**src/lcdwf_pkg.sv**
```systemverilog
`timescale 1ns / 1ps
// ----------------------------------------------------------------------------
// LCD window sender package
// Shared constants, codes, payload types and the window header table.
// ----------------------------------------------------------------------------
package lcdwf_pkg;

   // Frame store geometry and upscale factor.
   localparam int STORE_COLS  = 60;
   localparam int STORE_ROWS  = 80;
   localparam int SCALE       = 2;
   localparam int STORE_DEPTH = STORE_COLS * STORE_ROWS;
   localparam int ADDR_W      = (STORE_DEPTH > 1) ? $clog2(STORE_DEPTH) : 1;
   localparam int COL_W       = (STORE_COLS > 1) ? $clog2(STORE_COLS) : 1;
   localparam int ROW_W       = (STORE_ROWS > 1) ? $clog2(STORE_ROWS) : 1;
   localparam int SUB_W       = (SCALE > 1) ? $clog2(SCALE) : 1;

   localparam logic [8:0] WIN_X_LAST = 9'(STORE_COLS * SCALE - 1);
   localparam logic [8:0] WIN_Y_LAST = 9'(STORE_ROWS * SCALE - 1);

   // Panel command bytes.
   localparam logic [7:0] PNL_COL_ADDR  = 8'h2A;
   localparam logic [7:0] PNL_ROW_ADDR  = 8'h2B;
   localparam logic [7:0] PNL_MEM_WRITE = 8'h2C;

   // Window header byte positions.
   localparam logic [3:0] HS_COL_CMD   = 4'd0;
   localparam logic [3:0] HS_XS_HI     = 4'd1;
   localparam logic [3:0] HS_XS_LO     = 4'd2;
   localparam logic [3:0] HS_XE_HI     = 4'd3;
   localparam logic [3:0] HS_XE_LO     = 4'd4;
   localparam logic [3:0] HS_ROW_CMD   = 4'd5;
   localparam logic [3:0] HS_YS_HI     = 4'd6;
   localparam logic [3:0] HS_YS_LO     = 4'd7;
   localparam logic [3:0] HS_YE_HI     = 4'd8;
   localparam logic [3:0] HS_YE_LO     = 4'd9;
   localparam logic [3:0] HEADER_LEN   = 4'd11;

   typedef enum logic [1:0] {
      CMD_FILL  = 2'd0,
      CMD_RECT  = 2'd1,
      CMD_FRAME = 2'd2,
      CMD_TICK  = 2'd3
   } cmd_type;

   typedef enum logic [1:0] {
      MODE_IDLE  = 2'd0,
      MODE_RECT  = 2'd1,
      MODE_FRAME = 2'd2
   } mode_type;

   typedef enum logic {
      CTL_IDLE = 1'b0,
      CTL_READ = 1'b1
   } ctl_type;

   typedef struct packed {
      logic [7:0] out_byte;
      logic       is_data;
      logic       last;
   } beat_type;

   typedef struct packed {
      logic              en;
      logic [ADDR_W-1:0] addr;
      logic [15:0]       data;
   } store_wr_type;

   typedef struct packed {
      logic start_rect;
      logic start_frame;
      logic advance;
   } snd_ctrl_type;

   typedef struct packed {
      logic              busy;
      logic              need_read;
      logic [ADDR_W-1:0] rd_addr;
   } snd_status_type;

   // One byte of the window header; the corner values are 9 bits wide.
   function automatic beat_type header_beat(input logic [3:0] step,
                                            input logic [8:0] xs,
                                            input logic [8:0] xe,
                                            input logic [8:0] ys,
                                            input logic [8:0] ye);
      beat_type b;
      b.is_data = 1'b1;
      b.last    = 1'b0;
      case (step)
         HS_COL_CMD: begin
            b.out_byte = PNL_COL_ADDR;
            b.is_data  = 1'b0;
         end
         HS_XS_HI: b.out_byte = {7'd0, xs[8]};
         HS_XS_LO: b.out_byte = xs[7:0];
         HS_XE_HI: b.out_byte = {7'd0, xe[8]};
         HS_XE_LO: b.out_byte = xe[7:0];
         HS_ROW_CMD: begin
            b.out_byte = PNL_ROW_ADDR;
            b.is_data  = 1'b0;
         end
         HS_YS_HI: b.out_byte = {7'd0, ys[8]};
         HS_YS_LO: b.out_byte = ys[7:0];
         HS_YE_HI: b.out_byte = {7'd0, ye[8]};
         HS_YE_LO: b.out_byte = ye[7:0];
         default: begin
            b.out_byte = PNL_MEM_WRITE;
            b.is_data  = 1'b0;
         end
      endcase
      return b;
   endfunction

endpackage

```
**src/lcdwf_sender.sv**
```systemverilog
`timescale 1ns / 1ps
// ----------------------------------------------------------------------------
// LCD window sender panel sequencer
// Holds the window, the rectangle fill and the frame scan position, and forms
// the next panel byte.
// ----------------------------------------------------------------------------
module lcdwf_sender import lcdwf_pkg::*; (
   input  logic           clock,
   input  logic           reset,
   input  snd_ctrl_type   ctrl,
   input  logic [7:0]     x,
   input  logic [7:0]     y,
   input  logic [7:0]     width,
   input  logic [7:0]     height,
   input  logic [15:0]    color,
   input  logic [15:0]    pix_data,
   output snd_status_type status,
   output beat_type       beat
);

   mode_type         mode_ff, mode_in;
   logic [3:0]       header_step_ff, header_step_in;
   logic [8:0]       win_xs_ff, win_xs_in, win_xe_ff, win_xe_in;
   logic [8:0]       win_ys_ff, win_ys_in, win_ye_ff, win_ye_in;
   logic [15:0]      fill_color_ff, fill_color_in;
   logic [15:0]      pixels_left_ff, pixels_left_in;
   logic             second_byte_ff, second_byte_in;
   logic [COL_W-1:0] src_col_ff, src_col_in;
   logic [ROW_W-1:0] src_row_ff, src_row_in;
   logic [SUB_W-1:0] sub_col_ff, sub_col_in, sub_row_ff, sub_row_in;
   logic             in_header, col_wrap, row_wrap, frame_done;

   always_ff @(posedge clock) begin
      if (reset) begin
         mode_ff        <= MODE_IDLE;
         header_step_ff <= 4'd0;
         second_byte_ff <= 1'b0;
         win_xs_ff      <= 9'd0;
         win_xe_ff      <= 9'd0;
         win_ys_ff      <= 9'd0;
         win_ye_ff      <= 9'd0;
         pixels_left_ff <= 16'd0;
         src_col_ff     <= '0;
         src_row_ff     <= '0;
         sub_col_ff     <= '0;
         sub_row_ff     <= '0;
      end else begin
         mode_ff        <= mode_in;
         header_step_ff <= header_step_in;
         second_byte_ff <= second_byte_in;
         win_xs_ff      <= win_xs_in;
         win_xe_ff      <= win_xe_in;
         win_ys_ff      <= win_ys_in;
         win_ye_ff      <= win_ye_in;
         pixels_left_ff <= pixels_left_in;
         src_col_ff     <= src_col_in;
         src_row_ff     <= src_row_in;
         sub_col_ff     <= sub_col_in;
         sub_row_ff     <= sub_row_in;
      end
      fill_color_ff <= fill_color_in;
   end

   assign in_header  = header_step_ff < HEADER_LEN;
   assign col_wrap   = (sub_col_ff == SUB_W'(SCALE - 1)) &&
                       (src_col_ff == COL_W'(STORE_COLS - 1));
   assign row_wrap   = (sub_row_ff == SUB_W'(SCALE - 1)) &&
                       (src_row_ff == ROW_W'(STORE_ROWS - 1));
   assign frame_done = second_byte_ff && col_wrap && row_wrap;

   always_comb begin
      mode_in        = mode_ff;
      header_step_in = header_step_ff;
      second_byte_in = second_byte_ff;
      win_xs_in      = win_xs_ff;
      win_xe_in      = win_xe_ff;
      win_ys_in      = win_ys_ff;
      win_ye_in      = win_ye_ff;
      fill_color_in  = fill_color_ff;
      pixels_left_in = pixels_left_ff;
      src_col_in     = src_col_ff;
      src_row_in     = src_row_ff;
      sub_col_in     = sub_col_ff;
      sub_row_in     = sub_row_ff;

      if (ctrl.start_rect && mode_ff == MODE_IDLE &&
          width != 8'd0 && height != 8'd0) begin
         mode_in        = MODE_RECT;
         header_step_in = 4'd0;
         second_byte_in = 1'b0;
         win_xs_in      = {1'b0, x};
         win_ys_in      = {1'b0, y};
         win_xe_in      = {1'b0, x} + {1'b0, width} - 9'd1;
         win_ye_in      = {1'b0, y} + {1'b0, height} - 9'd1;
         fill_color_in  = color;
         pixels_left_in = 16'(width) * 16'(height);
      end else if (ctrl.start_frame && mode_ff == MODE_IDLE) begin
         mode_in        = MODE_FRAME;
         header_step_in = 4'd0;
         second_byte_in = 1'b0;
         win_xs_in      = 9'd0;
         win_ys_in      = 9'd0;
         win_xe_in      = WIN_X_LAST;
         win_ye_in      = WIN_Y_LAST;
         src_col_in     = '0;
         src_row_in     = '0;
         sub_col_in     = '0;
         sub_row_in     = '0;
      end else if (ctrl.advance) begin
         if (in_header) begin
            header_step_in = header_step_ff + 4'd1;
         end else begin
            second_byte_in = !second_byte_ff;
            case (mode_ff)
               MODE_RECT: begin
                  if (second_byte_ff) begin
                     pixels_left_in = pixels_left_ff - 16'd1;
                     if (pixels_left_ff == 16'd1) begin
                        mode_in        = MODE_IDLE;
                        header_step_in = 4'd0;
                     end
                  end
               end
               MODE_FRAME: begin
                  // Each store pixel covers SCALE panel columns and SCALE rows.
                  if (second_byte_ff) begin
                     if (sub_col_ff == SUB_W'(SCALE - 1)) begin
                        sub_col_in = '0;
                        if (src_col_ff == COL_W'(STORE_COLS - 1)) begin
                           src_col_in = '0;
                           if (sub_row_ff == SUB_W'(SCALE - 1)) begin
                              sub_row_in = '0;
                              if (src_row_ff == ROW_W'(STORE_ROWS - 1)) begin
                                 src_row_in = '0;
                              end else begin
                                 src_row_in = src_row_ff + 1'b1;
                              end
                           end else begin
                              sub_row_in = sub_row_ff + 1'b1;
                           end
                        end else begin
                           src_col_in = src_col_ff + 1'b1;
                        end
                     end else begin
                        sub_col_in = sub_col_ff + 1'b1;
                     end
                     if (frame_done) begin
                        mode_in        = MODE_IDLE;
                        header_step_in = 4'd0;
                     end
                  end
               end
               default: begin
                  second_byte_in = second_byte_ff;
               end
            endcase
         end
      end
   end

   always_comb begin
      beat = '0;
      if (in_header) begin
         beat = header_beat(header_step_ff, win_xs_ff, win_xe_ff, win_ys_ff, win_ye_ff);
      end else begin
         beat.is_data = 1'b1;
         case (mode_ff)
            MODE_RECT: begin
               beat.out_byte = second_byte_ff ? fill_color_ff[7:0] : fill_color_ff[15:8];
               beat.last     = second_byte_ff && (pixels_left_ff == 16'd1);
            end
            MODE_FRAME: begin
               beat.out_byte = second_byte_ff ? pix_data[15:8] : pix_data[7:0];
               beat.last     = frame_done;
            end
            default: begin
               beat.out_byte = 8'd0;
            end
         endcase
      end
   end

   assign status.busy      = (mode_ff != MODE_IDLE);
   assign status.need_read = (mode_ff == MODE_FRAME) && !in_header;
   assign status.rd_addr   = ADDR_W'(src_row_ff) * ADDR_W'(STORE_COLS) +
                             ADDR_W'(src_col_ff);

endmodule

```
**config.mk**
```make
export PLATFORM = sky130hd
export DESIGN_NAME = lcdwf_sender
export DESIGN_NICKNAME = d
export VERILOG_FILES = /design/src/lcdwf_pkg.sv /design/src/lcdwf_sender.sv
export SDC_FILE = /design/constraint.sdc
export NUM_CORES = 1
export LEC_CHECK = 0
export BUFFER_PORTS_ARGS = -buffer_cell sky130_fd_sc_hd__buf_2
export CAP_MARGIN = 40
export CORE_MARGIN = 3
export CORE_UTILIZATION = 65
export DETAILED_ROUTE_END_ITERATION = 10
export PLACE_DENSITY = 0.88
export SYNTH_ARGS = -nofsm -noshare
export SYNTH_HDL_FRONTEND = slang
export SYNTH_SLANG_ARGS = --single-unit
```
**constraint.sdc**
```tcl
create_clock -name clock -period 8.2 [get_ports clock]
set_clock_uncertainty 0.1 [all_clocks]
set_input_delay 0.41 -clock clock [delete_from_list [all_inputs] [get_ports clock]]
set_output_delay 0.41 -clock clock [all_outputs]
set_load 0.01 [all_outputs]
```
Yosys cells after proc, flatten, opt, wreduce, memory -nomap -nowiden
Cells that the tools add are included.
{"block": "totals", "register_bits": 88, "output_inout_bits": 25, "wordCells": 170}
{"block": "classes", "add_sub_neg": 11, "n_mul": 2, "order_cmp": 1, "eq_ne": 30, "mux": 65, "n_bitwise": 2, "reduce_logical": 45}
{"op": "$mux 16", "n": 6}
{"op": "$pmux 8 s9", "n": 1}
{"op": "$mux 7", "n": 9}
{"op": "$mux 6", "n": 7}
{"op": "$mux 8", "n": 5}
{"op": "$mux 9", "n": 4}
{"op": "$ne 3x3->1 const B", "n": 8}
{"op": "$reduce_bool 2->1", "n": 11}
{"op": "$reduce_and 7->1", "n": 3}
{"op": "$mux 4", "n": 5}
{"op": "$add 8x8->9", "n": 2}
{"op": "$sub 9x1->9 const B", "n": 2}
{"op": "$eq 16x1->1 const B", "n": 1}
{"op": "$eq 4x3->1 const B", "n": 4}
{"op": "$mul 8x8->16", "n": 1}
{"op": "$mux 1", "n": 16}
{"op": "$ne 4x4->1 const B", "n": 4}
{"op": "$pmux 8 s2", "n": 1}
{"op": "$reduce_bool 8->1", "n": 2}
{"op": "$sub 16x1->16 const B", "n": 1}
{"op": "$mux 2", "n": 7}
{"op": "$add 13x6->13", "n": 1}
{"op": "$reduce_and 6->1", "n": 2}
{"op": "$mul 7x4->11 const B", "n": 1}
{"op": "other kinds (32)", "n": 52}

Depth between registers and ports, before layout
{"block": "logic_depth", "word_depth": 11, "mapped_depth": 17, "mapped_depth_nobuf": 17}

Worst setup path after synthesis
No wires, ideal clock.
{"block": "synth_path", "kind": "input-to-reg", "startpoint": "in height[7]", "endpoint": "reg pixels_left_ff[13]", "setup_ns": 0.130, "arrival_time_ns": 4.108, "required_ns": 7.970, "slack_ns": 3.862, "path_stages": 15, "path_buffers": 0, "cell_sequence": "nand2_1 fa_1 fa_1 inv_1 fa_1 inv_1 fa_1 inv_1 ha_1 a21o_1 a21oi_1 o21ai_0 a311o_1 a32oi_1 o41ai_1"}
{"block": "synth_via", "elab_chain_len": 4}
{"item": "start, declared", "line_no": "lcdwf_sender.sv:14", "source": "input logic [7:0] height,"}
{"item": "branches (longest 4 deep; another with $mul 8x8->16)"}
{"item": "end signal, assigned", "line_no": "lcdwf_sender.sv:55", "source": "pixels_left_ff <= pixels_left_in;"}
{"item": "end, declared", "line_no": "lcdwf_sender.sv:26", "source": "logic [15:0] pixels_left_ff, pixels_left_in;"}
Parallel ways; which one is timed is not known.
A chain may end at the register's enable or synchronous reset.

==> impl_metrics.csv <==
group,metric,value,unit
clocking,root_buffer,"clkbuf_16",
global_route,grt_pass1_vias,7131,
placed_design,io_buffers,93,
yosys,avgSynthCellArea,8.47,µm²
setup_path,slowest_stage,"fa_1",
yosys,synth_top_area_share,17.5,%
yosys,syn-cell-area,8230,µm²
setup_path,slowest_delay,0.61,ns
yosys,synth_area_leader_cell,"dfxtp_1",
setup_path,cp-start-kind,"flip-flop",
sta,tns,0,ns
sta,relSlewSlack,42.8,%
yosys,yosys.cell_count.top_type,"inv_1",
setup_path,critPathCaptureType,"output pin",
flow_run,cap_violations,0,
global_route,grtUsageTotal,28.9,%
clocking,clkSinkCount,88,
hold_path,min_from,"color[5]",
yosys,synth.distinct_cells,62,
setup_path,critPathMaxFanout,8,
placed_design,postPlaceCellArea,8820,µm²
setup_path,timing.rr.start,"mode_ff[0]",
setup_path,required,7.69,ns
sta,maxSlewViolCount,0,
floorplanning,start_util,67.4,%
detailed_routing,vias,7257,
detailed_routing,routed_wl,20.4,mm
floorplanning,die_area,14100,µm²
yosys,synth_edf_count,16,
clocking,clk_pin_slew,0.07,ns
floorplanning,ios,94,
placed_design,hpwl,16.0,mm
layout,drive_above_1_share,12.8,%
hold_path,hp-class,"in -> reg",
setup_path,worstSetupStartpoint,"src_row_ff[0]",
yosys,ys_seq_area_share,23.3,%
yosys,synth-main-ff-cell,"dfxtp_1",
sta,rsz0062_at_grt,"no",
yosys,syn-num-nets,1191,
clocking,cts_buffer_depth,2,
sta,min_period,4.58,ns
yosys,yosys_warnings,0,
detailed_routing,drtIter0Drc,532,
clocking,cts_max_level,3,
detailed_routing,detail_route.first_pass.iterations,7,
yosys,ys_ff_latch,88,
clocking,cts_tree,"done",
sta,period_share,55.9,%
detailed_routing,remaining_drc_errors,0,
yosys,ys_top_cells_by_count,"138 x inv_1, 119 x nor2_1, 100 x ha_1, 72 x dfxtp_1, 50 x fa_1",
clocking,cts_buffers,9,
clocking,clock_latency,0.35,ns
detailed_routing,via_per_inst,5.95,
sta,setup_viol,0,
setup_path,worstPathCellList,"fa_1 -> inv_1 -> fa_1 -> fa_1 -> inv_1 -> ha_1 -> inv_1 -> o21ai_0 -> nor4b_1 -> nand3_1 -> xnor2_1 -> buf_2",
sta,max_freq,218,MHz
detailed_routing,wire_per_inst,16.7,µm
sta,worst_slew_pin_slew,0.856,ns
global_route,grt_overflow,0,
setup_path,crit_type,"reg -> out",
clocking,cts_resized,0,
detailed_routing,final_antenna_net_count,0,
placed_design,place_congestion,0.930,
run_status,status,"complete, no violations",
layout,antenna-diode-count,0,
power,p_per_area,181,nW/µm²
sta,finalHoldViolations,0,
setup_path,cp.arrival,4.07,ns
clocking,cts_setup_buffers,0,
layout,final_nets,1266,
yosys,async_flop_share,0,%
layout,area_growth_syn_to_layout,10.7,%
yosys,yosys-top-cells-area,"dfxtp_1 18%, ha_1 15%, fa_1 12%, inv_1 6.3%, edfxtp_1 5.8%",
setup_path,path_buf_inv,4,
floorplanning,rows,40,
yosys,synthCells,972,
global_route,antenna_found_initial,0,
floorplanning,fp.coreArea,12200,µm²
global_route,grt_max_degree,57,
floorplanning,die_h,119,µm
setup_path,critical-path-top-delay-family,"adder cells",
power,vdd_drop_max,0.000104,V
layout,fin_area,9110,µm²
floorplanning,die-width,119,µm
power,cellLeakagePower,4.34,nW
clocking,ctsHoldBuffers,0,
global_route,grt_first_pass_wirelength,33.7,mm
[worst register-to-register path, cell delays in order (launching register included)]
cell and delay, ns:
dfxtp_1 0.35, inv_1 0.10, ha_1 0.29, and2_1 0.71, a41oi_1 0.18, a211oi_1 0.75
nand4_1 0.21, xor2_1 0.18, nor2_1 0.06
[power by group]
group,switching [mW],internal [mW]
clock network,0.180,0.226
registers,0.0372,0.491
logic,0.420,0.297
total,0.637,1.01
[per-layer routing]
metal	vias to the layer above	track usage (%)	routed length, µm
met5	-	0	0
met4	0	11.9	650
met3	53	4.98	1440
met2	318	47.6	9600
met1	3404	37.7	8700
li1	3482	-	-
[metrics by stage]
step	setup slack (ns)	total power [mW]	hold slack (ns)	cells	util, %
final	3.62	1.65	0.134	1220	74.6
after global routing	3.37	1.76	0.134	1220	74.6
after CTS	3.63	1.64	0.136	1220	74.6
after detailed placement	3.47	1.24	0.371	1204	72.2
after global placement	3.56	1.21	0.362	1203	72.1
after floorplan	3.86	1.06	0.335	972	-
[sequential cells by signal, summed over array words and instances (netlist names)]
register,cells
win_xs_ff,8
src_row_ff,7
sub_row_ff,1
win_ys_ff,8
mode_ff,2
win_ye_ff,9
header_step_ff,4
second_byte_ff,1
fill_color_ff,16
src_col_ff,6
pixels_left_ff,16
sub_col_ff,1
win_xe_ff,9
[cells in the final DEF (no fill, tap or decap), drive strengths merged, types with 16 or more instances in the layout]
| cell type | count |
|---|---|
| inv | 140 |
| nor2 | 119 |
| ha | 100 |
| buf | 98 |
| dfxtp | 72 |
| fa | 50 |
| nand2 | 48 |
| a21oi | 42 |
| o21ai | 37 |
| nor3 | 34 |
| xnor2 | 31 |
| xor2 | 24 |
| a22o | 24 |
| nand3 | 23 |
| a211oi | 23 |
| edfxtp | 16 |
[kinds of logic (layout without fill, tap and decap cells)]
| kind of cell | Yosys count | after routing | share of synthesized area [%] |
|---|---|---|---|
| simple gates | 274 | 274 | 15.4 |
| fa+ha+maj | 150 | 150 | 27.4 |
| flops | 88 | 88 | 23.3 |
| compound gates | 204 | 204 | 17.1 |
| xor+xnor | 55 | 55 | 5.85 |
| mux | 19 | 19 | 2.45 |
| buf+inv | 182 | 262 | 8.47 |
[final cells by class]
class / count / area (µm²)
sequential: 88 / 1920
fill: 953 / 3100
timing repair buffer: 98 / 510
tap: 168 / 210
clock inverter: 6 / 46.3
inverter: 148 / 556
multi-input combinational: 702 / 5620
clock buffer: 10 / 250
[worst paths after layout]
check / slack [ns] / cells after the start / endpoint
setup reg to reg: 5.16 / 8 / src_col_ff[5]
hold / removal: 0.13 / 1 / fill_color_ff[5]
setup / recovery: 3.62 / 12 / status[11]
hold reg to reg: 0.39 / 1 / win_ys_ff[3]
(Power assumes the default switching activity.)
