$ cat config.mk
export PLATFORM = sky130hd
export DESIGN_NAME = lcdwf_fill
export DESIGN_NICKNAME = d
export VERILOG_FILES = /design/src/lcdwf_pkg.sv /design/src/lcdwf_fill.sv
export SDC_FILE = /design/constraint.sdc
export NUM_CORES = 1
export LEC_CHECK = 0
export ABC_CLOCK_PERIOD_IN_PS = 3800
export BUFFER_PORTS_ARGS = -buffer_cell sky130_fd_sc_hd__buf_4
export CAP_MARGIN = 20
export CORE_MARGIN = 4
export CORE_UTILIZATION = 51
export DETAILED_ROUTE_END_ITERATION = 10
export PLACE_DENSITY = 0.79
export SLEW_MARGIN = 0
export SYNTH_ARGS = -nofsm -noshare
export SYNTH_HDL_FRONTEND = slang
export SYNTH_SLANG_ARGS = --single-unit
$ cat constraint.sdc
create_clock -name clock -period 3.8 [get_ports clock]
set_input_delay 0.38 -clock clock [delete_from_list [all_inputs] [get_ports clock]]
set_output_delay 0.38 -clock clock [all_outputs]
set_load 0.005 [all_outputs]
$ cat src/lcdwf_pkg.sv
`timescale 1ns / 1ps
// ----------------------------------------------------------------------------
// LCD window sender package
// Shared constants, codes, payload types and the window header table.
// ----------------------------------------------------------------------------
package lcdwf_pkg;

   // Frame store geometry and upscale factor.
   localparam int STORE_COLS  = 60;
   localparam int STORE_ROWS  = 80;
   localparam int SCALE       = 2;
   localparam int STORE_DEPTH = STORE_COLS * STORE_ROWS;
   localparam int ADDR_W      = (STORE_DEPTH > 1) ? $clog2(STORE_DEPTH) : 1;
   localparam int COL_W       = (STORE_COLS > 1) ? $clog2(STORE_COLS) : 1;
   localparam int ROW_W       = (STORE_ROWS > 1) ? $clog2(STORE_ROWS) : 1;
   localparam int SUB_W       = (SCALE > 1) ? $clog2(SCALE) : 1;

   localparam logic [8:0] WIN_X_LAST = 9'(STORE_COLS * SCALE - 1);
   localparam logic [8:0] WIN_Y_LAST = 9'(STORE_ROWS * SCALE - 1);

   // Panel command bytes.
   localparam logic [7:0] PNL_COL_ADDR  = 8'h2A;
   localparam logic [7:0] PNL_ROW_ADDR  = 8'h2B;
   localparam logic [7:0] PNL_MEM_WRITE = 8'h2C;

   // Window header byte positions.
   localparam logic [3:0] HS_COL_CMD   = 4'd0;
   localparam logic [3:0] HS_XS_HI     = 4'd1;
   localparam logic [3:0] HS_XS_LO     = 4'd2;
   localparam logic [3:0] HS_XE_HI     = 4'd3;
   localparam logic [3:0] HS_XE_LO     = 4'd4;
   localparam logic [3:0] HS_ROW_CMD   = 4'd5;
   localparam logic [3:0] HS_YS_HI     = 4'd6;
   localparam logic [3:0] HS_YS_LO     = 4'd7;
   localparam logic [3:0] HS_YE_HI     = 4'd8;
   localparam logic [3:0] HS_YE_LO     = 4'd9;
   localparam logic [3:0] HEADER_LEN   = 4'd11;

   typedef enum logic [1:0] {
      CMD_FILL  = 2'd0,
      CMD_RECT  = 2'd1,
      CMD_FRAME = 2'd2,
      CMD_TICK  = 2'd3
   } cmd_type;

   typedef enum logic [1:0] {
      MODE_IDLE  = 2'd0,
      MODE_RECT  = 2'd1,
      MODE_FRAME = 2'd2
   } mode_type;

   typedef enum logic {
      CTL_IDLE = 1'b0,
      CTL_READ = 1'b1
   } ctl_type;

   typedef struct packed {
      logic [7:0] out_byte;
      logic       is_data;
      logic       last;
   } beat_type;

   typedef struct packed {
      logic              en;
      logic [ADDR_W-1:0] addr;
      logic [15:0]       data;
   } store_wr_type;

   typedef struct packed {
      logic start_rect;
      logic start_frame;
      logic advance;
   } snd_ctrl_type;

   typedef struct packed {
      logic              busy;
      logic              need_read;
      logic [ADDR_W-1:0] rd_addr;
   } snd_status_type;

   // One byte of the window header; the corner values are 9 bits wide.
   function automatic beat_type header_beat(input logic [3:0] step,
                                            input logic [8:0] xs,
                                            input logic [8:0] xe,
                                            input logic [8:0] ys,
                                            input logic [8:0] ye);
      beat_type b;
      b.is_data = 1'b1;
      b.last    = 1'b0;
      case (step)
         HS_COL_CMD: begin
            b.out_byte = PNL_COL_ADDR;
            b.is_data  = 1'b0;
         end
         HS_XS_HI: b.out_byte = {7'd0, xs[8]};
         HS_XS_LO: b.out_byte = xs[7:0];
         HS_XE_HI: b.out_byte = {7'd0, xe[8]};
         HS_XE_LO: b.out_byte = xe[7:0];
         HS_ROW_CMD: begin
            b.out_byte = PNL_ROW_ADDR;
            b.is_data  = 1'b0;
         end
         HS_YS_HI: b.out_byte = {7'd0, ys[8]};
         HS_YS_LO: b.out_byte = ys[7:0];
         HS_YE_HI: b.out_byte = {7'd0, ye[8]};
         HS_YE_LO: b.out_byte = ye[7:0];
         default: begin
            b.out_byte = PNL_MEM_WRITE;
            b.is_data  = 1'b0;
         end
      endcase
      return b;
   endfunction

endpackage

$ cat src/lcdwf_fill.sv
`timescale 1ns / 1ps
// ----------------------------------------------------------------------------
// LCD window sender store fill walker
// Walks a clipped rectangle of the frame store, one pixel write per cycle.
// ----------------------------------------------------------------------------
module lcdwf_fill import lcdwf_pkg::*; (
   input  logic         clock,
   input  logic         reset,
   input  logic         start,
   input  logic [7:0]   x,
   input  logic [7:0]   y,
   input  logic [7:0]   width,
   input  logic [7:0]   height,
   input  logic [15:0]  color,
   output logic         busy,
   output store_wr_type wr
);

   logic             active_ff, active_in;
   logic [COL_W-1:0] col_ff, col_in, col_first_ff, col_first_in, col_last_ff, col_last_in;
   logic [ROW_W-1:0] row_ff, row_in, row_last_ff, row_last_in;
   logic [15:0]      color_ff, color_in;
   logic [8:0]       x_end, y_end;
   logic             empty;

   always_ff @(posedge clock) begin
      if (reset) begin
         active_ff <= 1'b0;
      end else begin
         active_ff <= active_in;
      end
      col_ff       <= col_in;
      col_first_ff <= col_first_in;
      col_last_ff  <= col_last_in;
      row_ff       <= row_in;
      row_last_ff  <= row_last_in;
      color_ff     <= color_in;
   end

   always_comb begin
      x_end = {1'b0, x} + {1'b0, width};
      y_end = {1'b0, y} + {1'b0, height};
      // A rectangle that starts outside the store leaves nothing after clipping.
      empty = (width == 8'd0) || (height == 8'd0) ||
              ({1'b0, x} >= 9'(STORE_COLS)) || ({1'b0, y} >= 9'(STORE_ROWS));

      active_in    = active_ff;
      col_in       = col_ff;
      col_first_in = col_first_ff;
      col_last_in  = col_last_ff;
      row_in       = row_ff;
      row_last_in  = row_last_ff;
      color_in     = color_ff;

      if (active_ff) begin
         if (col_ff == col_last_ff) begin
            col_in = col_first_ff;
            if (row_ff == row_last_ff) begin
               active_in = 1'b0;
            end else begin
               row_in = row_ff + 1'b1;
            end
         end else begin
            col_in = col_ff + 1'b1;
         end
      end else if (start && !empty) begin
         active_in    = 1'b1;
         col_in       = COL_W'(x);
         col_first_in = COL_W'(x);
         row_in       = ROW_W'(y);
         color_in     = color;
         col_last_in  = (x_end > 9'(STORE_COLS)) ? COL_W'(STORE_COLS - 1)
                                                  : COL_W'(x_end - 9'd1);
         row_last_in  = (y_end > 9'(STORE_ROWS)) ? ROW_W'(STORE_ROWS - 1)
                                                  : ROW_W'(y_end - 9'd1);
      end
   end

   assign busy    = active_ff;
   assign wr.en   = active_ff;
   assign wr.addr = ADDR_W'(row_ff) * ADDR_W'(STORE_COLS) + ADDR_W'(col_ff);
   assign wr.data = color_ff;

endmodule

* Word-level counts from Yosys, hierarchy flattened
Cells that the tools add are included.
Word-level totals: bits in registers 49, latch bits 0, memory bits (writable) 0, bits in read-only memories 0, input port bits 51, output and inout bits 31, logic and storage cells 45, memories kept 0
Operators by class: add/subtract/negate cells 7, $mul 1, divide/modulo/power cells 0, $lt $le $gt $ge 4, equal/unequal tests 4, shift-type cells 0, mux-type cells 11, bitwise gates (word level) 1, reductions and logical operators 10
Operator list (number):
- 7-bit 2-to-1 mux | 4
- 8-bit by 8-bit adder with 9-bit output | 2
- 6-bit 2-to-1 mux | 3
- 8-bit logical NOT | 2
- 13-bit by 6-bit adder with 13-bit output | 1
- 7-bit by 4-bit multiplier with 11-bit output, second input constant | 1
- 9-bit by 6-bit > comparator with 1-bit output, second input constant | 1
- 9-bit by 7-bit > comparator with 1-bit output, second input constant | 1
- 8-bit by 6-bit greater-or-equal comparator with 1-bit output, second input constant | 1
- 8-bit by 7-bit greater-or-equal comparator with 1-bit output, second input constant | 1
- 7-bit by 1-bit adder with 7-bit output, second input constant | 1
- 7-bit equality test | 1
- 7-bit by 1-bit subtractor with 7-bit output, second input constant | 1
- 6-bit by 1-bit adder with 6-bit output, second input constant | 1
- 6-bit equality test | 1
- 6-bit by 1-bit subtractor with 6-bit output, second input constant | 1
- 1-bit 2-to-1 mux | 4
- 1-bit logical OR | 3
- 3-bit AND reduction | 1
- 2-bit by 1-bit != test with 1-bit output, second input constant | 1
- 2-bit != test, second input constant | 1
- 2-bit AND reduction | 1
- 2-bit nonzero test | 1
- 1-bit logical AND | 1
- 2 further kinds | 2

* Logic depth before layout (Yosys ltp)
Gate-level depths: netlist (run 1).
depth after elaboration 8, gate-level depth with buffers 11, gate-level depth less buffers 11

* Worst setup path after synthesis (run 1)
OpenSTA, ideal clock, no wires.
path kind register to output, start reg row_ff[0], end out wr[28] in the netlist's numbering, arrival 3.265 ns, data required time 3.420 ns, slack 0.155 ns, stages on the path, launching flop included 10, path buffers 0, path through edfxtp_1 > fa_1 > fa_1 > fa_1 > ha_1 > a21oi_1 > nor4b_2 > and2_1 > nand4_1 > xnor2_1
RTL lines:
- start: declaration | RTL line lcdwf_fill.sv:21 | logic [ROW_W-1:0] row_ff, row_in, row_last_ff, row_last_in;
- start signal: assignment | RTL line lcdwf_fill.sv:35 | row_ff <= row_in;
- end: declaration | RTL line lcdwf_fill.sv:16 | output store_wr_type wr

==> flow_summary_export.csv, run 1 <==
group,metric,value,unit
worst_hold_path,holdPathStages,1,
power_and_ir_drop,peakVddDrop,0.000142,V
route,ant_nets,0,
setup_path,reg2regPathDepth,4,
setup_path,r2r_end,"row_ff[6]",
route,vias,3104,
route,vias_per_cell,5.33,
placed_design,routabilityCongestion,0.852,
yosys,yosys_warnings,0,
clocking,cts_tree,"yes",
placed_design,place.port_buffers,81,
timing,fin_crit,3960,ps
setup_path,regToRegSetupSlack,1500,ps
yosys,synth_edf_count,48,
yosys,muxShareOfSynthArea,1.02,%
yosys,synth_adder_area_share,20.3,%
route,wl_per_cell,15.6,um
setup_path,cp_common_cell,"fa_1",
worst_hold_path,hold_path.class,"input pin to flip-flop",
setup_path,cp.arrival,3580,ps
clocking,clk_latency,300,ps
clocking,cts.path.max_buffers,2,
grt,grt_antenna_before_repair,0,
die,io_pins,82,
setup_path,crit_fanout,4,
yosys,avgSynthCellArea,10.6,sq um
clocking,clock-sinks,49,
yosys,synth_area_leaders,"edfxtp_1 36%, ha_1 13%, xnor2_1 7.2%",
yosys,synth_compound_area_share,12.7,%
outcome,outcome,"complete, but fails checks",
route,drcViolationCount,0,
setup_path,criticalPathCategory,"flip-flop to primary output",
timing,finalHoldViolations,0,
yosys,yosysMostFrequentCell,"edfxtp_1",
yosys,syn-num-nets,489,
worst_hold_path,whs_endpoint,"color_ff[9]",
yosys,yosysUniqueCellTypes,54,
clocking,clockRootBuffer,"clkbuf_8",
worst_hold_path,hold_path_startpoint,"color[9]",
job,maxCapViolCount,0,
timing,setup_viol,4,
yosys,synth_seq_cells,49,
yosys,synth_top_family_by_area,"adder cells",
timing,worstMarginPinSlew,718,ps
grt,grt_max_degree,36,
yosys,synth-xor-area-share,11.7,%
yosys,async_reset_ff_share,0,%
yosys,netlist_area,4040,sq um
yosys,synthFlopType,"edfxtp_1",
setup_path,crit_chain,"fa_1 -> fa_1 -> fa_2 -> ha_4 -> a21oi_4 -> nor4b_2 -> and2_1 -> nand4_1 -> xnor2_1 -> buf_4",
die,die_area,9400,sq um
setup_path,worstPathRequired,3420,ps
yosys,ys_seq_area_share,36.2,%
clocking,htreeDepth,2,
route,route.final.wire_length,9060,um
final_layout,nets,587,
placed_design,dp_hpwl,7190,um
yosys,yosys.area.top_type_share,35.7,%
grt,gr-total-overflow,0,
timing,slew_violations,0,
power_and_ir_drop,powerDensity,269,nW/um^2
die,initial_core_util,52.2,%
die,coreArea,7730,sq um
timing,achievable-frequency,252,MHz
clocking,clk_pin_slew_worst_paths,90,ps
route,first_pass_iters,4,
route,drt-initial-drc-count,180,
final_layout,insertedDiodeCount,0,
grt,grt_pass1_wl,15100,um
die,die_x,97.0,um
clocking,cts_hold_buffers,0,
final_layout,layout-drive-gt1-share,28.3,%
timing,finClkSkew,10.2,ps
grt,grt_pass1_vias,3214,
grt,grt_use_total,19.4,%
setup_path,cpMaxStageDelayCell,"fa_1",
final_layout,syn_to_final_growth,24.7,%
die,row_count,32,
yosys,yosys.area_share.simple,13.9,%
power_and_ir_drop,p_leak,2.16,nW
timing,relSlewSlack,52.0,%
outcome,violations,"setup timing",
yosys,synthTopCellsByCount,"48 x edfxtp_1, 43 x ha_1, 33 x xnor2_1",
timing,fin_tns_setup,-538,ps
setup_path,max_stage_delay,610,ps
die,fp.dieH,97.0,um
setup_path,r2r_start,"col_ff[3]",
timing,rsz0062_at_grt,"true",
yosys,yosysTopAreaCell,"edfxtp_1",
clocking,cts-buffers-inserted,5,
yosys,syn_inst,381,
placed_design,pre_cts_slack,-38.1,ps
setup_path,critPathLaunchType,"flip-flop",
timing,setup_ws,-163,ps
setup_path,cp-end-kind,"primary output",
timing,period_share,104,%
sequential cells by signal (all words and copies together), names as in the netlist:
name / flops
busy: 1
col_ff: 6
col_first_ff: 6
col_last_ff: 6
color_ff: 16
row_ff: 7
row_last_ff: 7
power breakdown:
group	leakage, nW	internal, W	switching, W
clock	0.0430	0.000124	0.000165
combinational	1.67	0.000226	0.000223
sequential	0.453	0.000607	0.00000783
critical path: cells and delay by family (launching register included):
kind	cells	cell delay [ps]
adder cells (fa/ha/maj)	4	1950
AND/OR/NAND/NOR	3	570
flip-flops	1	430
XOR/XNOR	1	150
buffers and inverters	1	130
AO/OA/AOI/OAI	1	60
placed cells by master, fill, tap and decap left out, types with 2 or more instances in the layout:
cell and n:
and2_1 6, nand4b_1 3, buf_4 98, nand3_1 11, a21o_1 6, and3_1 2
o21bai_1 5, o21ai_1 3, xor2_1 20, or2_2 3, clkinv_1 2, a211oi_2 3
nor4_1 4, nand2_2 2, clkbuf_8 5, buf_6 3, nor3_1 3, nand4_1 8
edfxtp_1 48, fa_1 13, mux2i_1 3, xnor2_1 32, or4_1 3, ha_1 41
nand2b_1 2, o21ai_0 15, nand2_1 24, o211ai_1 2, nor4b_1 3, nor2_1 28
inv_1 25, o211a_1 2, a21oi_1 17
kinds of logic after synthesis:
group | after synthesis
and+or+nand+nor | 109
AOI/OAI and AO/OA | 72
adders and majority gates | 57
xor gates and xnor gates | 54
DFF | 49
buffers and inverters | 36
muxes | 4
routing by layer:
metal  track usage (%)  vias up  share of wire (%)
met5                 0        -                  0
met4              5.51        0                1.0
met3              1.80        9                3.8
met2              34.9       86                 52
met1              24.8     1438                 43
li1                  -     1571                  -
worst max-delay path by stage:
stage | startpoint | endpoint | slack [ps] | depth (start not counted)
after global routing | row_ff[0] | wr[25] | -310 | 11
after floorplan | row_ff[0] | wr[28] | 150 | 9
final | row_ff[0] | wr[28] | -160 | 10
after global placement | row_ff[0] | wr[27] | 80 | 11
after detailed placement | row_ff[0] | wr[27] | -40 | 11
after CTS | row_ff[2] | wr[28] | -160 | 10
per-stage QoR:
| stage | std cells | area (sq um) | power [W] | util (%) | hold WS (ps) |
|---|---|---|---|---|---|
| floorplan | 381 | 4040 | 0.000898 | - | 479 |
| global placement | 565 | 4780 | 0.00102 | 61.9 | 559 |
| detailed placement | 565 | 4780 | 0.00104 | 61.9 | 559 |
| CTS | 579 | 4940 | 0.00134 | 64.0 | 242 |
| global route | 582 | 5030 | 0.00143 | 65.1 | 240 |
| finish | 582 | 5030 | 0.00135 | 65.1 | 251 |
final cells by class:
cell class	instances	area (sq um)
Tap cell	102	128
Sequential cell	49	1460
Clock buffer	5	68.8
Multi-Input combinational cell	296	2500
Fill cell	600	2690
Clock inverter	3	12.5
Timing Repair Buffer	101	769
Inverter	26	97.6
timing repair:
action | CTS | global route
endpoints found under the setup margin | 5 | 6
pin swaps | 10 | 5
gates resized for setup | 7 | 18
buffers inserted | 7 | 4
Power figures use the tool's default switching activity.
==> run 2, diff against run 1 <==
Settings changed: CELL_PAD_IN_SITES_DETAIL_PLACEMENT set to 1, CELL_PAD_IN_SITES_GLOBAL_PLACEMENT set to 1, CORE_UTILIZATION 51 to 39, PLACE_DENSITY 0.79 to 0.78, REMOVE_ABC_BUFFERS set to 1.
==> flow_summary_export.csv, run 2 (synthesized netlist as in run 1, its figures left out) <==
group,metric,value,unit
timing,relSlewSlack,51.9,%
clocking,clockRootBuffer,"clkbuf_8",
route,vias,3181,
route,drcViolationCount,0,
setup_path,cp.arrival,3560,ps
timing,achievable-frequency,254,MHz
timing,period_share,104,%
grt,grt_max_degree,36,
route,drt-initial-drc-count,129,
clocking,clk_pin_slew_worst_paths,80,ps
setup_path,regToRegSetupSlack,1430,ps
final_layout,nets,588,
final_layout,multi_input_area,2510,sq um
timing,setup_ws,-143,ps
clocking,cts-buffers-inserted,5,
final_layout,reg_top3,"color_ff x16, row_ff x7, row_last_ff x7",
setup_path,max_stage_delay,560,ps
die,die_x,110,um
grt,gr-total-overflow,0,
die,initial_core_util,40.7,%
grt,grt_pass1_wl,16500,um
timing,finalHoldViolations,0,
power_and_ir_drop,peakVddDrop,0.000116,V
final_layout,final_cell_mix,"100 x buf_4, 48 x edfxtp_1, 40 x ha_1",
clocking,cts.path.max_buffers,2,
die,row_count,36,
placed_design,place.port_buffers,81,
worst_hold_path,hold_path_startpoint,"color[14]",
setup_path,reg2regPathDepth,4,
power_and_ir_drop,powerDensity,268,nW/um^2
outcome,violations,"setup timing",
setup_path,critical_path_buf_inv_count,2,
power_and_ir_drop,power,0.00137,W
outcome,outcome,"complete, but fails checks",
route,route.final.wire_length,10200,um
setup_path,worstPathRequired,3420,ps
final_layout,largest_register,"color_ff",
route,ant_nets,0,
grt,grt_use_total,17.4,%
route,vias_per_cell,5.18,
placed_design,dp_hpwl,8230,um
clocking,htreeDepth,2,
grt,grt_antenna_before_repair,0,
timing,fin_crit,3940,ps
final_layout,insertedDiodeCount,0,
timing,finClkSkew,2.37,ps
die,fp.dieH,110,um
timing,slew_violations,0,
die,io_pins,82,
setup_path,criticalPathCategory,"flip-flop to primary output",
setup_path,crit_family,"adder cells",
grt,grt_pass1_vias,3526,
setup_path,crit_chain,"fa_1 -> fa_1 -> fa_2 -> ha_4 -> nand2_2 -> o21ai_2 -> nand2_2 -> nor3b_4 -> buf_4 -> xor2_1 -> buf_4",
power_and_ir_drop,p_leak,2.16,nW
setup_path,crit_fanout,4,
setup_path,r2r_end,"row_ff[1]",
final_layout,syn_to_final_growth,26.3,%
timing,whs,243,ps
worst_hold_path,whs_endpoint,"color_ff[14]",
setup_path,critPathLaunchType,"flip-flop",
final_layout,regArea,1460,sq um
setup_path,cp-end-kind,"primary output",
setup_path,r2r_start,"col_ff[3]",
placed_design,routabilityCongestion,0.783,
job,maxCapViolCount,0,
clocking,cts_tree,"yes",
route,wl_per_cell,16.7,um
final_layout,final_common_cell,"buf_4",
timing,rsz0062_at_grt,"true",
setup_path,cpMaxStageDelayCell,"fa_1",
timing,setup_viol,4,
die,coreArea,9910,sq um
worst_hold_path,hold_path.class,"input pin to flip-flop",
route,first_pass_iters,4,
final_layout,layout-drive-gt1-share,28.9,%
clocking,cts_hold_buffers,0,
worst_hold_path,holdPathStages,1,
die,die_area,12000,sq um
clocking,clk_latency,310,ps
final_layout,largest_reg_flops,16,
timing,worstMarginPinSlew,720,ps
final_layout,nFillCells,1126,
clocking,clock-sinks,49,
-- run 2: cell type report --
cell class	instances	share of cell area (%)
clock buffer	7	1.50
tap	133	3.27
inverter	26	1.92
timing repair buffer	102	15.2
sequential	49	28.7
clock inverter	1	0.147
multi-input combinational	296	49.3
-- run 2: metrics by stage --
step           std cells  area (sq um)  setup WS [ps]  util, %  TNS (ps)
3_5_place_dp         598          4840          -34.9     48.8     -54.4
3_3_place_gp         598          4840            117     48.8         0
4_1_cts              613          5040           -152     50.9      -487
6_report             614          5100           -143     51.4      -461
5_1_grt              614          5100           -324     51.4     -1360
2_1_floorplan        371          3970            155        -         0
-- run 2: routing by layer --
metal	up-vias	wire, um	track usage, %
met3	12	253	1.53
met2	58	5440	31.6
li1	1560	-	-
met5	-	0	0
met1	1551	4390	21.8
met4	0	161	5.16
-- run 2: worst max-delay path by stage --
stage / startpoint / endpoint / cells after the start
after floorplan: row_ff[0] / wr[28] / 9
after global placement: row_ff[0] / wr[28] / 10
after detailed placement: row_ff[0] / wr[25] / 11
after CTS: row_ff[2] / wr[28] / 10
after global routing: row_ff[0] / wr[27] / 10
final: row_ff[0] / wr[25] / 11
-- run 2: repair_timing --
| action | in CTS | in global routing |
|---|---|---|
| endpoints found under the setup margin | 5 | 6 |
| setup buffers | 8 | 1 |
| pin swaps | 13 | 3 |
| resized for setup | 17 | 9 |
-- run 2: where the power goes --
part           internal, W  total [W]  switching (W)
Sequential        0.000607   0.000615     0.00000782
Clock             0.000130   0.000299       0.000169
Combinational     0.000223   0.000454       0.000231
-- run 2: worst reg2reg max path, stage by stage (launching register included) --
cell      delay, ps
edfxtp_1        530
xor2_1          200
nor4_1          420
nand4_1         210
o21bai_1        650
==> run 3, diff against run 2 <==
Settings changed: REMOVE_ABC_BUFFERS 1 to unset.
==> flow_summary_export.csv, run 3 (synthesized netlist as in run 1, its figures left out) <==
group,metric,value,unit
timing,fin_crit,3960,ps
clocking,cts-buffers-inserted,5,
setup_path,crit_fanout,4,
placed_design,place.port_buffers,81,
route,ant_nets,0,
final_layout,syn_to_final_growth,25.6,%
outcome,violations,"setup timing",
setup_path,cp-end-kind,"primary output",
die,die_x,110,um
worst_hold_path,hold_path.class,"input pin to flip-flop",
die,coreArea,9910,sq um
grt,grt_use_total,17.6,%
clocking,htreeDepth,2,
grt,grt_antenna_before_repair,0,
timing,achievable-frequency,252,MHz
timing,finalHoldViolations,0,
timing,setup_viol,5,
job,maxCapViolCount,0,
setup_path,criticalPathCategory,"flip-flop to primary output",
route,wl_per_cell,16.8,um
clocking,cts_tree,"yes",
outcome,outcome,"complete, but fails checks",
setup_path,cp.arrival,3580,ps
route,vias_per_cell,5.23,
final_layout,final_cell_mix,"101 x buf_4, 48 x edfxtp_1, 41 x ha_1",
setup_path,cpMaxStageDelayCell,"fa_1",
clocking,clockRootBuffer,"clkbuf_8",
clocking,cts.path.max_buffers,2,
setup_path,cp_common_cell,"fa_2",
final_layout,insertedDiodeCount,0,
route,first_pass_iters,4,
final_layout,final_common_cell,"buf_4",
route,vias,3205,
grt,gr-total-overflow,0,
setup_path,crit_family,"adder cells",
setup_path,critical_path_buf_inv_count,1,
final_layout,largest_reg_flops,16,
route,drt-initial-drc-count,215,
timing,rsz0062_at_grt,"true",
die,row_count,36,
timing,setup_ws,-163,ps
setup_path,regToRegSetupSlack,1480,ps
route,route.final.wire_length,10300,um
setup_path,worstPathRequired,3420,ps
power_and_ir_drop,powerDensity,268,nW/um^2
power_and_ir_drop,power,0.00136,W
placed_design,routabilityCongestion,0.801,
final_layout,largest_register,"color_ff",
setup_path,max_stage_delay,610,ps
die,initial_core_util,40.7,%
final_layout,reg_top3,"color_ff x16, row_ff x7, row_last_ff x7",
grt,grt_pass1_wl,16800,um
timing,period_share,104,%
final_layout,post-route-util,51.1,%
setup_path,crit_chain,"fa_1 -> fa_2 -> fa_2 -> ha_4 -> a21oi_4 -> nor4b_2 -> and2_1 -> nand4_1 -> xnor2_1 -> buf_4",
die,fp.dieH,110,um
clocking,clk_latency,300,ps
die,io_pins,82,
power_and_ir_drop,peakVddDrop,0.000134,V
die,die_area,12000,sq um
timing,worstMarginPinSlew,720,ps
timing,slew_violations,0,
timing,relSlewSlack,52.0,%
clocking,clock-sinks,49,
final_layout,layout-drive-gt1-share,28.5,%
grt,grt_pass1_vias,3439,
power_and_ir_drop,p_leak,2.16,nW
placed_design,dp_hpwl,8470,um
final_layout,nFillCells,1138,
grt,grt_max_degree,36,
final_layout,nets,587,
clocking,clk_pin_slew_worst_paths,90,ps
setup_path,critPathLaunchType,"flip-flop",
timing,finClkSkew,6.19,ps
route,drcViolationCount,0,
-- run 3: area by class of cell --
class	count	area (sq um)	share of cell area, %
multi-input combinational	296	2500	49.4
sequential	49	1460	28.8
timing repair buffer	101	758	15.0
tap	133	166	3.28
inverter	26	97.6	1.93
clock buffer	7	76.3	1.51
clock inverter	1	5.00	0.0987
-- run 3: final timing paths --
| check | from | endpoint | depth (start not counted) |
|---|---|---|---|
| max | row_ff[1] | wr[28] | 10 |
| min | color[15] | color_ff[15] | 1 |
| max reg2reg | col_ff[3] | row_ff[0] | 4 |
| min reg2reg | col_first_ff[2] | col_ff[2] | 2 |
-- run 3: per-layer routing --
| metal | part of all wire, % | routed length, um | global-route usage [%] |
|---|---|---|---|
| met1 | 43 | 4380 | 22.9 |
| met2 | 53 | 5480 | 31.3 |
| met5 | 0 | 0 | 0 |
| met4 | 1.3 | 135 | 4.81 |
| met3 | 3.0 | 305 | 1.23 |
-- run 3: worst register-to-register path: cells and delay by family, from the launching register on --
kind,cells,cell delay (ps)
compound gates,1,610
simple gates,2,630
xor+xnor,1,200
flops,1,530
-- run 3: power breakdown --
group / total, W / internal (W) / switching, W
clock network: 0.000293 / 0.000129 / 0.000164
registers: 0.000615 / 0.000607 / 0.00000811
logic: 0.000452 / 0.000223 / 0.000229
total: 0.00136 / 0.000960 / 0.000401
-- run 3: repair_timing --
item | in CTS | in global routing
endpoints found under the setup margin | 5 | 5
gates resized for setup | 11 | 10
buffers inserted | 5 | 3
pin swaps | 10 | 12
hold buffers | 0 | 0
-- run 3: through the flow --
stage / TNS (ps) / hold WS [ps] / std cells / setup slack (ps) / instance area (sq um)
final: -581 / 249 / 613 / -163 / 5070
after global routing: -1440 / 230 / 613 / -339 / 5070
after CTS: -617 / 236 / 610 / -171 / 5010
after detailed placement: -3.03 / 560 / 598 / -3.03 / 4840
after global placement: 0 / 559 / 598 / 118 / 4840
after floorplan: 0 / 479 / 381 / 155 / 4040
